--- src/sv/sutd_pkg.sv ---
// ----------------------------------------------------------------------------
// sutd_pkg
// Constants, tables and helpers for the seconds to utc date converter.
// ----------------------------------------------------------------------------
package sutd_pkg;

  // divide by 86400: (x >> 7) / 675 through a reciprocal, exact for 25-bit x
  localparam logic [25:0] DayRecip    = 26'd50903317;
  localparam int          DayShift    = 35;
  localparam logic [16:0] SecsPerDay  = 17'd86400;

  // divide a day count by 1461, exact for 16-bit x
  localparam logic [16:0] QuadRecip   = 17'd91868;
  localparam int          QuadShift   = 27;
  localparam logic [10:0] DaysPerQuad = 11'd1461;

  // divide by 3600: (x >> 4) / 225, exact for 13-bit x
  localparam logic [13:0] HourRecip   = 14'd9321;
  localparam int          HourShift   = 21;
  localparam logic [11:0] SecsPerHour = 12'd3600;

  // divide by 60: (x >> 2) / 15, exact for 10-bit x
  localparam logic [10:0] MinRecip    = 11'd1093;
  localparam int          MinShift    = 14;
  localparam logic [5:0]  SecsPerMin  = 6'd60;

  localparam logic [7:0]  FirstYear    = 8'd70;
  localparam logic [2:0]  FirstWeekday = 3'd4;

  // start of each year inside a four-year interval, in days
  localparam logic [10:0] Year1Start = 11'd365;
  localparam logic [10:0] Year2Start = 11'd730;
  localparam logic [10:0] Year3Start = 11'd1096;

  localparam int NumMonths = 12;

  // entry m is the day of year of the last day of month m-1
  localparam logic signed [9:0] CumLeap [13] = '{
    -10'sd1, 10'sd30, 10'sd59, 10'sd90, 10'sd120, 10'sd151, 10'sd181,
    10'sd212, 10'sd243, 10'sd273, 10'sd304, 10'sd334, 10'sd365
  };
  localparam logic signed [9:0] CumCommon [13] = '{
    -10'sd1, 10'sd30, 10'sd58, 10'sd89, 10'sd119, 10'sd150, 10'sd180,
    10'sd211, 10'sd242, 10'sd272, 10'sd303, 10'sd333, 10'sd364
  };

  function automatic logic signed [9:0] month_last(input logic leap, input logic [3:0] idx);
    logic signed [9:0] val;
    if (idx > 4'd12) begin
      val = 10'sd0;
    end else if (leap) begin
      val = CumLeap[idx];
    end else begin
      val = CumCommon[idx];
    end
    return val;
  endfunction

  // x mod 7 by folding octal digits, since 8 = 1 mod 7
  function automatic logic [2:0] mod7(input logic [16:0] x);
    logic [17:0] xe;
    logic [5:0]  s1;
    logic [3:0]  s2;
    logic [3:0]  s3;
    logic [3:0]  r;
    xe = {1'b0, x};
    s1 = 6'(xe[2:0]) + 6'(xe[5:3]) + 6'(xe[8:6]) + 6'(xe[11:9])
       + 6'(xe[14:12]) + 6'(xe[17:15]);
    s2 = 4'(s1[2:0]) + 4'(s1[5:3]);
    s3 = 4'(s2[2:0]) + 4'(s2[3]);
    r  = (s3 >= 4'd7) ? s3 - 4'd7 : s3;
    return r[2:0];
  endfunction

endpackage

--- src/sv/sutd_tod.sv ---
// ----------------------------------------------------------------------------
// sutd_tod
// Time-of-day pipeline: seconds of the day into hour, minute and second.
// Four register stages, no stall, outputs registered.
// ----------------------------------------------------------------------------
module sutd_tod (
  input  logic        clk,
  input  logic [16:0] sod,
  output logic [4:0]  hour_of_day,
  output logic [5:0]  minute_of_hour,
  output logic [5:0]  second_of_minute
);

  // stage a: hour estimate product
  logic [16:0] sod_a;
  logic [26:0] hour_prod_a;

  // stage b: hour and remainder within the hour
  logic [4:0]  hour_c;
  logic [16:0] hour_base;
  logic [16:0] rem_full;
  logic [4:0]  hour_b;
  logic [11:0] rem_b;

  // stage c: minute estimate product
  logic [4:0]  hour_c2;
  logic [11:0] rem_c;
  logic [20:0] min_prod_c;

  // stage d: minute and second
  logic [5:0]  minute_c;
  logic [11:0] min_base;
  logic [11:0] sec_full;

  assign hour_c    = hour_prod_a[sutd_pkg::HourShift +: 5];
  assign hour_base = hour_c * sutd_pkg::SecsPerHour;
  assign rem_full  = sod_a - hour_base;

  assign minute_c  = min_prod_c[sutd_pkg::MinShift +: 6];
  assign min_base  = minute_c * sutd_pkg::SecsPerMin;
  assign sec_full  = rem_c - min_base;

  always_ff @(posedge clk) begin
    sod_a       <= sod;
    hour_prod_a <= sod[16:4] * sutd_pkg::HourRecip;

    hour_b      <= hour_c;
    rem_b       <= rem_full[11:0];

    hour_c2     <= hour_b;
    rem_c       <= rem_b;
    min_prod_c  <= rem_b[11:2] * sutd_pkg::MinRecip;

    hour_of_day      <= hour_c2;
    minute_of_hour   <= minute_c;
    second_of_minute <= sec_full[5:0];
  end

endmodule

--- src/sv/seconds_to_utc_date.sv ---
// ----------------------------------------------------------------------------
// seconds_to_utc_date
// Unsigned 32-bit seconds since 1970-01-01 00:00 UTC to a broken-down UTC date.
// ----------------------------------------------------------------------------
// Fully pipelined: one item may start in every cycle and busy is always low.
// The result of an item shows on the result ports with done high for one
// cycle, after the item has passed through the six register stages (day
// estimate, day split, four-year split, year split, month search, day of
// month). Results cannot be held off and must be taken when done is high.
// Every fourth year counts as leap, 2100 included, so dates from 2100-03-01 on
// come out one day late; the weekday is always right.
module seconds_to_utc_date (
  input  logic        clk,
  input  logic        rst,
  input  logic        start,
  output logic        busy,
  input  logic [31:0] epoch_seconds,
  output logic        done,
  output logic [7:0]  years_since_1900,
  output logic [3:0]  month_index,
  output logic [4:0]  day_of_month,
  output logic [4:0]  hour_of_day,
  output logic [5:0]  minute_of_hour,
  output logic [5:0]  second_of_minute,
  output logic [2:0]  day_of_week,
  output logic [8:0]  day_of_year
);

  // valid bits, one per stage
  logic v1, v2, v3, v4, v5, v6;

  // stage 1
  logic [31:0] secs_s1;
  logic [50:0] day_prod_s1;

  // stage 2
  logic [15:0] days_c;
  logic [32:0] day_base;
  logic [31:0] sod_full;
  logic [15:0] days_s2;
  logic [16:0] sod_s2;
  logic [32:0] quad_prod_s2;

  // stage 3
  logic [5:0]  quads_c;
  logic [16:0] quad_base;
  logic [15:0] doq_full;
  logic [5:0]  quads_s3;
  logic [10:0] doq_s3;
  logic [2:0]  wday_s3;

  // stage 4
  logic [1:0]  yoff_c;
  logic [10:0] ystart_c;
  logic [10:0] yday_full;
  logic        leap_c;
  logic [7:0]  year_s4;
  logic [8:0]  yday_s4;
  logic        leap_s4;
  logic [2:0]  wday_s4;

  // stage 5
  logic [3:0]  month_c;
  logic [7:0]  year_s5;
  logic [8:0]  yday_s5;
  logic        leap_s5;
  logic [2:0]  wday_s5;
  logic [3:0]  month_s5;

  // stage 6
  logic signed [9:0] mday_full;

  assign busy = 1'b0;
  assign done = v6;

  always_ff @(posedge clk) begin
    if (rst) begin
      v1 <= 1'b0;
      v2 <= 1'b0;
      v3 <= 1'b0;
      v4 <= 1'b0;
      v5 <= 1'b0;
      v6 <= 1'b0;
    end else begin
      v1 <= start;
      v2 <= v1;
      v3 <= v2;
      v4 <= v3;
      v5 <= v4;
      v6 <= v5;
    end
  end

  // stage 1: day count estimate
  always_ff @(posedge clk) begin
    secs_s1     <= epoch_seconds;
    day_prod_s1 <= epoch_seconds[31:7] * sutd_pkg::DayRecip;
  end

  // stage 2: day count and seconds of the day
  assign days_c   = day_prod_s1[sutd_pkg::DayShift +: 16];
  assign day_base = days_c * sutd_pkg::SecsPerDay;
  assign sod_full = secs_s1 - day_base[31:0];

  always_ff @(posedge clk) begin
    days_s2      <= days_c;
    sod_s2       <= sod_full[16:0];
    quad_prod_s2 <= days_c * sutd_pkg::QuadRecip;
  end

  // stage 3: four-year intervals and weekday
  assign quads_c   = quad_prod_s2[sutd_pkg::QuadShift +: 6];
  assign quad_base = quads_c * sutd_pkg::DaysPerQuad;
  assign doq_full  = days_s2 - quad_base[15:0];

  always_ff @(posedge clk) begin
    quads_s3 <= quads_c;
    doq_s3   <= doq_full[10:0];
    wday_s3  <= sutd_pkg::mod7(17'(days_s2) + 17'(sutd_pkg::FirstWeekday));
  end

  // stage 4: year within the interval, the third one is leap
  always_comb begin
    yoff_c   = 2'd0;
    ystart_c = 11'd0;
    leap_c   = 1'b0;
    if (doq_s3 >= sutd_pkg::Year3Start) begin
      yoff_c   = 2'd3;
      ystart_c = sutd_pkg::Year3Start;
    end else if (doq_s3 >= sutd_pkg::Year2Start) begin
      yoff_c   = 2'd2;
      ystart_c = sutd_pkg::Year2Start;
      leap_c   = 1'b1;
    end else if (doq_s3 >= sutd_pkg::Year1Start) begin
      yoff_c   = 2'd1;
      ystart_c = sutd_pkg::Year1Start;
    end
  end

  assign yday_full = doq_s3 - ystart_c;

  always_ff @(posedge clk) begin
    year_s4 <= sutd_pkg::FirstYear + {quads_s3, 2'b00} + 8'(yoff_c);
    yday_s4 <= yday_full[8:0];
    leap_s4 <= leap_c;
    wday_s4 <= wday_s3;
  end

  // stage 5: month is the number of month ends passed
  always_comb begin
    month_c = 4'd0;
    for (int m = 1; m < sutd_pkg::NumMonths; m++) begin
      if (sutd_pkg::month_last(leap_s4, 4'(m)) < $signed({1'b0, yday_s4})) begin
        month_c = month_c + 4'd1;
      end
    end
  end

  always_ff @(posedge clk) begin
    year_s5  <= year_s4;
    yday_s5  <= yday_s4;
    leap_s5  <= leap_s4;
    wday_s5  <= wday_s4;
    month_s5 <= month_c;
  end

  // stage 6: day of month and output registers
  assign mday_full = $signed({1'b0, yday_s5}) - sutd_pkg::month_last(leap_s5, month_s5);

  always_ff @(posedge clk) begin
    years_since_1900 <= year_s5;
    month_index      <= month_s5;
    day_of_month     <= mday_full[4:0];
    day_of_week      <= wday_s5;
    day_of_year      <= yday_s5;
  end

  sutd_tod u_tod (
    .clk              (clk),
    .sod              (sod_s2),
    .hour_of_day      (hour_of_day),
    .minute_of_hour   (minute_of_hour),
    .second_of_minute (second_of_minute)
  );

endmodule

--- config.mk ---
export PLATFORM = sky130hd
export DESIGN_NAME = seconds_to_utc_date
export DESIGN_NICKNAME = d
export VERILOG_FILES = /design/src/sv/sutd_pkg.sv /design/src/sv/sutd_tod.sv /design/src/sv/seconds_to_utc_date.sv
export SDC_FILE = /design/constraint.sdc
export NUM_CORES = 1
export LEC_CHECK = 0
export ABC_AREA = 1
export BUFFER_PORTS_ARGS = -buffer_cell sky130_fd_sc_hd__buf_4
export CAP_MARGIN = 15
export CORE_MARGIN = 2
export CORE_UTILIZATION = 25
export CTS_CLUSTER_SIZE = 40
export DETAILED_ROUTE_END_ITERATION = 12
export PLACE_DENSITY = 0.51
export SLEW_MARGIN = 0
export SYNTH_ARGS = -nofsm -noshare
export SYNTH_HDL_FRONTEND = slang
export SYNTH_SLANG_ARGS = --single-unit
--- constraint.sdc ---
create_clock -name clk -period 5.13 [get_ports clk]
set_input_delay 0.2565 -clock clk [delete_from_list [all_inputs] [get_ports clk]]
set_output_delay 0.2565 -clock clk [all_outputs]
set_load 0.02 [all_outputs]
Word-level counts from Yosys, hierarchy flattened
Memory sizes are Yosys's and may differ from the RTL's.
Index checks and enable logic that the tools add are counted.
- flip-flop bits (word level): 336
- memory bits (read-only): 320
- bits of input ports: 35
- output and inout port bits: 48
- logic and storage cells: 128
- memories: 2
- memories (name ; depth ; width ; read ports ; clocked after Yosys merged registers in ; write ports ; line ; source):
    (name not given) ; 16 ; 10 ; 1 ; 0 ; 0 ; sutd_pkg.sv:54 ; val = CumCommon[idx];
    (name not given) ; 16 ; 10 ; 1 ; 0 ; 0 ; sutd_pkg.sv:52 ; val = CumLeap[idx];
- add/subtract/negate cells: 27
- $mul: 8
- magnitude comparators: 17
- muxes and demuxes: 35
- bitwise gates (word level): 1
- operators with widths (operator ; count):
    $lt A10 B10 Y1 ; 10
    $mul A25 B26 Y51 const B ; 1
    $mux W4 ; 11
    $add A4 B1 Y4 const B ; 10
    $mux W5 ; 7
    $mul A16 B15 Y31 const B ; 1
    $mux W9 ; 3
    $mul A13 B14 Y26 const B ; 1
    $mul A10 B11 Y20 const B ; 1
    $add A16 B3 Y17 const B ; 1
    $sub A17 B17 Y17 ; 1
    $mul A16 B10 Y10 const B ; 1
    $sub A12 B12 Y12 ; 1
    $ge A11 B10 Y1 const B ; 1
    $ge A11 B11 Y1 const B ; 1
    $ge A11 B9 Y1 const B ; 1
    $mul A6 B11 Y11 const B ; 1
    $sub A11 B11 Y11 ; 1
    $lt A5 B9 Y1 const A ; 1
    $sub A9 B9 Y9 ; 1
    $add A3 B3 Y4 ; 2
    $add A7 B8 Y8 const A ; 1
    $add A8 B2 Y8 ; 1
    $mul A5 B8 Y8 const B ; 1
    16 further kinds ; 27

Logic depth before layout (Yosys ltp)
- depth after elaboration: 22
- gate-level depth with buffers: 40
- depth with buffers taken out: 40

Cells and area by module
From an unflattened synthesis, not the netlist that was laid out.
- cells, all modules: 3155
- area, all modules: 28889.0 sq um
- by module, submodules not included (module ; times used ; cells an instance ; area an instance (sq um) ; sequential area each (sq um)):
    seconds_to_utc_date ; 1 ; 2549 ; 23278.6 ; 3463.3
    sutd_tod ; 1 ; 606 ; 5610.4 ; 1361.3

Least setup slack after synthesis
OpenSTA, ideal clock, no wires.
- kind: input-to-reg
- from: input port epoch_seconds[29]
- to: register day_prod_s1[48]
- library setup time: 127 ps
- data arrival time: 5335 ps
- required time: 5003 ps
- setup slack: -332 ps
- stages: 23
- path buffers: 0
- path through: fa_1 inv_1 fa_1 inv_1 fa_1 inv_1 fa_1 inv_1 fa_1 inv_1 fa_1 inv_1 ha_1 ha_1 nand2_1 nor2_1 inv_1 nor3_1 a221oi_1 nand2_1 a21oi_1 o21ai_0 xor2_1
- word-level cells in the longest chain between the ends: 1
- ends and longest elaborated chain (item ; line ; source):
    start, declared ; seconds_to_utc_date.sv:17 ; input logic [31:0] epoch_seconds,
    $mul A25 B26 Y51 ; seconds_to_utc_date.sv:97 ; day_prod_s1 <= epoch_seconds[31:7] * sutd_pkg::DayRecip;
    end signal, assigned ; seconds_to_utc_date.sv:97 ;
    end, declared ; seconds_to_utc_date.sv:34 ; logic [50:0] day_prod_s1;
No other way between the ends.
A chain may end at the register's enable or synchronous reset.

Worst setup path in the final report
- from: register days_s2[3]
- to: register wday_s3[1]
- word-level cells in the longest chain between the ends: 10
- elaborated cells on any way between the ends: 11
- those cells by class: add/sub: 9; order compare: 1; mux: 1
- ends and longest elaborated chain (item ; line ; source):
    start, declared ; seconds_to_utc_date.sv:40 ; logic [15:0] days_s2;
    start signal, assigned ; seconds_to_utc_date.sv:106 ; days_s2 <= days_c;
    $add A16 B3 Y17 (*) ; seconds_to_utc_date.sv:119 ; wday_s3 <= sutd_pkg::mod7(17'(days_s2) + 17'(sutd_pkg::FirstWeekday));
    $add A3 B3 Y4 ; sutd_pkg.sv:67 ; s1 = 6'(xe[2:0]) + 6'(xe[5:3]) + 6'(xe[8:6]) + 6'(xe[11:9])
    $add A4 B3 Y5 ; sutd_pkg.sv:67 ;
    $add A5 B3 Y6 ; sutd_pkg.sv:67 ;
    $add A6 B3 Y6 ; sutd_pkg.sv:68 ; + 6'(xe[14:12]) + 6'(xe[17:15]);
    $add A6 B2 Y6 (*) ; sutd_pkg.sv:68 ;
    $add A3 B3 Y4 (*) ; sutd_pkg.sv:69 ; s2 = 4'(s1[2:0]) + 4'(s1[5:3]);
    $add A3 B1 Y4 (*) ; sutd_pkg.sv:70 ; s3 = 4'(s2[2:0]) + 4'(s2[3]);
    $ge A4 B3 Y1 or $sub A3 B3 Y3 (tied branches) ; sutd_pkg.sv:71 ; r = (s3 >= 4'd7) ? s3 - 4'd7 : s3;
    $mux W3 (*) ; sutd_pkg.sv:71 ;
    end signal, assigned ; seconds_to_utc_date.sv:119 ;
    end, declared ; seconds_to_utc_date.sv:50 ; logic [2:0] wday_s3;
Mark *: on every way between the ends. The rest lies on a longest branch, timed or not.

==> metrics.cfg <==
[run_status]
status=completed

[setup_path]
critical_path.most_common_cell=fa_1
crit_path_max_fanout=2
critical_path_class=flip-flop to flip-flop
crit_path_end_kind=flip-flop
cp-start-kind=flip-flop
timing.critical_path.buf_inv=4
critPathTopFamily=adder cells
crit_arrival_ns=5.54
critical_path.max_stage_delay_ns=0.49
path_cells=nand2_4 -> nor4_4 -> buf_4 -> nand3_4 -> nor3_4 -> and3_4 -> xor2_4 -> fa_1 -> inv_2 -> fa_1 -> ha_2 -> fa_2 -> a21oi_2 -> o21ai_1 -> xor2_1 -> buf_4 -> fa_1 -> inv_2 -> ha_4 -> ha_4 -> nand2_2 -> nand2_2 -> mux2_4
cp.required_ns=5.56
slowest_stage=fa_1

[sta]
fin_tns_setup_ns=0
min_period_ns=5.12
worst_hold_slack_ns=0.0386
timing.fmax_mhz=195
rsz0062_at_grt=true
setup_viol=0
maxSlewViolCount=0
finalCritPeriodShare_pct=99.7
hold_viol_final=0
skew_ns=0.0509

[finish]
nets=4461
areaGrowthSynthToFinish_pct=23.1
num_antenna_cells=0
final_cell_mix=795 x inv_1, 605 x ha_1, 350 x buf_4
drive_above_1_share_pct=18.2
final_common_cell=inv_1
final_cells=4952
finish.instance_area_um2=34900

[grt]
grt_pass1_wl_um=107000
grt_pass1_vias=20961
grt_max_degree=17
grt-ovfl-total=0
grt.total_usage_pct=11.4
antenna_found_initial=2

[route]
drc=0
wl_per_cell_um=13.1
via_count=19854
drt_iter0_markers=708
wirelength_um=64900
dr.pass1.iters=4
antenna_left=0
avgViaCountPerCell=4.01

[synthesis]
netlist_instances=3038
synth.area.top_cells=ha_1 28%, fa_1 25%, dfxtp_1 17%
yosysTopAreaCell=ha_1
seq_area_frac_synth_pct=17.0
netlist_area_um2=28300
yosys_warnings=0
synth-async-reset-ratio_pct=0
synth_seq_cells=241
synth_top_area_share_pct=28.4
synthFlopType=dfxtp_1
synth.distinct_cells=50
avgSynthCellArea_um2=9.33
synth_enable_flop_cells=0
synth_nets=4069

[place]
place_congestion=0.860
place_area_um2=32900
dp_hpwl_um=57500
dp.cells=4872
portBuffers=81

[clock_network]
path_clk_slew_ns=0.06
clock_latency_ns=0.58
cts_buffers=28
cts_root_buffer=clkbuf_16
cts_sinks=241
htreeDepth=1
cts_tree=yes
clockBufferDepth=3

[floorplanning]
initial_core_util_pct=25.2
die_x_um=341
die-height_um=341
coreArea_um2=112000
num_io_pins=83
row_count=123
dieArea_um2=116000

[hold_path]
hp-class=input pin to flip-flop

[flow_run]
maxCapViolations=0

path summary, 6_finish.rpt:
check                                 startpoint             endpoint  slack (ns)  cells after the start
worst max-delay path                  days_s2[3]           wday_s3[1]        0.01                     23
worst min-delay path            epoch_seconds[9]           secs_s1[9]        0.04                      2
worst max register to register        days_s2[3]           wday_s3[1]        0.01                     23
worst min register to register        year_s5[7]  years_since_1900[7]        0.32                      0
cells in the mapped netlist, types with 2 or more instances:
cell,n
ha_1,644
a31oi_1,17
a21boi_0,2
nor2_1,103
o211ai_1,9
nand3_2,8
o21ai_1,2
nand2_1,267
a221oi_1,2
xor2_1,89
nor3_1,22
inv_2,9
dfxtp_1,241
inv_1,823
a21oi_1,138
or2_2,4
o21a_1,9
nand4_1,14
nand2_4,10
xnor2_1,44
o311ai_0,2
nand2_2,14
a21o_1,5
o221ai_1,2
a211oi_1,6
clkinv_1,2
o21bai_1,8
o31ai_1,5
nor2_2,3
nor4_1,8
fa_1,352
o2111ai_1,4
nand3_1,71
o21ai_0,83
flip-flops by register name (all words and copies together) (netlist names), 8 cells and up:
signal / count
day_of_year: 9
yday_s4: 9
days_s2: 16
sod_s2: 17
years_since_1900: 8
doq_s3: 11
secs_s1: 15
day_prod_s1: 18
year_s5: 8
yday_s5: 9
u_tod.rem_b: 12
u_tod.sod_a: 12
year_s4: 8
stage by stage:
stage | util (%) | setup WS [ns]
global placement | 29.2 | -0.509
detailed placement | 29.2 | -0.560
floorplan | - | 0.00554
CTS | 30.3 | -0.101
global route | 31.0 | -0.222
finish | 31.0 | 0.0146
layout make-up:
type | instances | area, µm²
clock buffers | 34 | 753
flip-flops and latches | 241 | 4850
clock inverters | 18 | 199
well taps | 1500 | 1880
repair buffers | 364 | 2790
fillers | 11704 | 77600
inverters | 834 | 3140
multi-input cells | 1961 | 21300
per-layer routing:
layer | wire length [µm] | GRT usage (%) | vias to the layer above
met4 | 1000 | 2.04 | 0
met3 | 1850 | 1.09 | 49
met1 | 31800 | 15.3 | 9328
li1 | - | - | 10264
met2 | 30300 | 19.8 | 213
met5 | 0 | 0 | -
what timing repair did:
action                                 in CTS  in global routing
resized for setup                          34                155
pin swaps                                  22                100
cloned                                      0                  0
hold buffers                               11                  0
buffers inserted                            3                 14
endpoints found under the hold margin      15                  0
setup endpoints to repair                  10                 27
logic make-up (layout without fill, tap and decap cells):
kind of cell | count (synthesis) | count (layout) | synth area share [%]
AOI/OAI and AO/OA | 298 | 298 | 5.92
xor gates and xnor gates | 134 | 134 | 4.17
adders and majority gates | 996 | 996 | 53.3
buffers and inverters | 836 | 1250 | 11.1
DFF | 241 | 241 | 17.0
muxes | 1 | 1 | 0.0397
other | 1 | 1 | 0.0132
and+or+nand+nor | 531 | 531 | 8.44
Power is not shown: default switching activity piles up to over one toggle a cycle in this logic, so the estimate is an artifact.
